[config.mk]
export PLATFORM = sky130hd
export DESIGN_NAME = magg_window_ram
export DESIGN_NICKNAME = d
export VERILOG_FILES = /design/src/rtl/magg_window_ram.sv
export SDC_FILE = /design/constraint.sdc
export NUM_CORES = 2
export LEC_CHECK = 0
export BUFFER_PORTS_ARGS = -buffer_cell sky130_fd_sc_hd__buf_2
export CORE_MARGIN = 2
export CORE_UTILIZATION = 55
export CTS_CLUSTER_SIZE = 20
export DETAILED_ROUTE_END_ITERATION = 8
export GPL_ROUTABILITY_DRIVEN = 0
export PLACE_DENSITY = 0.71
export SLEW_MARGIN = 5
export SYNTH_ARGS = -nofsm -noshare
export SYNTH_HDL_FRONTEND = slang
export SYNTH_SLANG_ARGS = --single-unit
[constraint.sdc]
create_clock -name clk -period 4.7 [get_ports clk]
set_input_delay 0.47 -clock clk [delete_from_list [all_inputs] [get_ports clk]]
set_output_delay 0.47 -clock clk [all_outputs]
set_load 0.02 [all_outputs]
[src/rtl/magg_window_ram.sv]
// Window sample memory: one write port and one registered read port.
// A read of the entry written in the same cycle returns the old contents.
// Depends on nothing.
module magg_window_ram #(
	parameter int DEPTH = 128,
	parameter int AW    = 7,
	parameter int DW    = 32
) (
	input  logic          clk,
	input  logic          wr_en,
	input  logic [AW-1:0] wr_addr,
	input  logic [DW-1:0] wr_data,
	input  logic          rd_en,
	input  logic [AW-1:0] rd_addr,
	output logic [DW-1:0] rd_data
);

	logic [DW-1:0] mem [DEPTH];
	logic [DW-1:0] rd_data_q;

	always_ff @(posedge clk) begin
		if (wr_en) begin
			mem[wr_addr] <= wr_data;
		end
		if (rd_en) begin
			rd_data_q <= mem[rd_addr];
		end
	end

	assign rd_data = rd_data_q;

endmodule

==> reports/results.txt <==
Std-Cell Rows - 195
Die ar. - 289000 sq um
Synth warnings - 0
Drt pass-1 iters - 6
Max VDD drop - 0.414 mV
Final hold vios - 0
Static leakage - 54.6 nW
Worst EP required - 5430 ps
Layout cells sized above 1 - 36.4%
Pwr dens - 433 nW/um^2
Syn_nets - 6039
Synth Area per Inst - 26.1 sq um
CTS tree - built
Register area - 124000 sq um
Mapped cell area - 157000 sq um
Routed vias - 72393
CP Cell Sequence - buf_12 -> buf_4 -> buf_4 -> mux4_2 -> mux4_2 -> mux4_2 -> mux2_2
RSZ-0062 raised after global routing - no
Layout fillers - 17656
Crit Path Class - primary input to register
Hold/Removal Path Class - primary input to register
Relative slew slack - 14.2%
Initial Util - 55.4%
Die Y - 538 um
Register area share after synthesis - 79.2%
Number of I/O port buffers - 80
Largest net degree at the start of global routing - 82
Hold WS - 52.6 ps
Post-Synthesis Cells - 5990
GRT Residual Overflow - 0
Worst-Margin Slew - 1290 ps
I/O Pins - 81
Skew-Pair Late Insertion Delay - 990 ps
Status - completed
Chip width - 538 um
Clock Skews - 55.1 ps
Initial antenna violation count - 55
Post-Route WL - 410000 um
Depth of the CTS H-tree - 5
Setup TNS - 0 ps
Netlist cell types - 16
Core Area - 283000 sq um
Post-route cell area - 178000 sq um
Post_cts resized - 0
Hpwl dp - 232000 um
Critical Path Max Stage Delay - 630 ps
CTS Root Cell - clkbuf_16
Vias in the first global route - 72568
Fin crit share - 64.5%
Post-CTS Setup Bufs - 0
Seq cells post-synth - 4128
Cell Area, Placed - 165000 sq um
1st-iter DRT viols - 11018
GRT Resource Usage Total - 28.8%
Worst setup EP type - register
Clk buf depth - 4
Buf/Inv on CP - 3
Post-route antenna net violation count - 0
Area of the multi-input gates - 32300 sq um
Clock transition at the registers of the reported paths - 60 ps
Maximum clock rate - 0.330 GHz
Setup Viol. Count Final - 0
Nets - 6548
Critical path peak fanout - 38
Drt wl/cell - 38.7 um
Area growth from synthesis to layout - 13.5%
CTS sink cnt - 4128
Most used cell, CP - mux4_2
Slowest-stage cell, CP - mux4_2
Startpoint types - primary input
First-pass GRT wire length - 572000 um
Post-route DRC violation count - 0
Vias per cell - 6.83
Pins Over Slew Limit - 0
MaxCap Viol Count - 0
Worst path arrival time - 3760 ps
Hold Buf Count CTS - 0
Delay-heaviest family, CP - multiplexers
Final min period - 3030 ps
Num CTS Buffers - 413
path summary, 6_finish.rpt:
check             slack [ps]          from           to  cells past startpoint
setup reg to reg        1970   mem[52][18]  rd_data[18]                      4
setup / recovery        1670    rd_addr[0]  rd_data[25]                      7
hold reg to reg         1220  mem[108][31]  rd_data[31]                      4
hold / removal            50    wr_data[6]   mem[63][6]                      1
sequential cells by signal (all words and copies together) (netlist names):
register	count
rd_data	32
mem	4096
per-layer routing:
layer	global-route usage (%)	wire (um)
met3	5.80	44800
met2	45.9	201000
met4	12.7	20700
met1	39.3	144000
met5	0	207
worst reg2reg max path, stage by stage, from the launching register on:
cell      delay (ps)
edfxtp_1         400
mux4_2           490
mux4_2           690
mux4_2           600
mux2_2           310
synth_stat cells:
cell type,count,area [sq um]
mux4_2,1344,30300
clkbuf_1,182,683
buf_2,79,395
buf_1,50,188
nor3_1,9,45.0
buf_6,2,22.5
nand4_1,3,18.8
nand2b_1,2,12.5
nand3_1,12,60.1
or3_1,1,6.26
nand2_1,14,52.6
buf_4,3,22.5
mux2_2,32,360
nor2_1,122,458
edfxtp_1,4128,124000
nor2b_1,7,43.8
cell families after synthesis:
| kind of cell | count (synthesis) | share of synthesized area, % |
|---|---|---|
| and+or+nand+nor | 170 | 0.445 |
| buffers and inverters | 316 | 0.837 |
| DFF | 4128 | 79.2 |
| muxes | 1376 | 19.6 |
power breakdown:
group          leakage, nW  switching (mW)  internal (mW)  total (mW)
logic                 11.1            2.51           1.52        4.03
registers             37.1           0.101           40.7        40.8
clock network         6.39            13.4           18.7        32.1
total                 54.6            16.0           60.9        76.9
cell type report:
type,count,area share [%]
antenna,43,0.0605
clock buffer,493,6.04
clock inverter,230,1.30
multi-input combinational,1546,18.2
sequential,4128,69.7
tap,3743,2.63
timing repair buffer,410,2.07
cell usage in the layout (no fill, tap or decap), types with 4 or more instances in the layout:
cell	n
inv_6	6
nor2_4	119
nand2_1	11
clkbuf_16	418
bufinv_16	46
nand3_2	4
nand3_1	8
clkinv_1	90
buf_2	40
nor2b_1	7
buf_12	54
mux2_2	32
clkbuf_1	75
nor3_2	9
buf_4	312
clkinvlp_4	9
diode_2	43
edfxtp_1	4128
mux4_2	1344
clkinv_2	72
per-stage QoR:
step | setup slack [ps] | total power, mW | util, % | instances
after floorplan | 991 | 43.5 | - | 5990
final | 1670 | 76.9 | 62.9 | 10593
after global placement | 631 | 45.5 | 58.2 | 9827
after detailed placement | 624 | 45.6 | 58.2 | 9827
after CTS | 1680 | 77.2 | 62.8 | 10550
after global routing | 1580 | 78.7 | 62.8 | 10574
(Power assumes the default switching activity.)
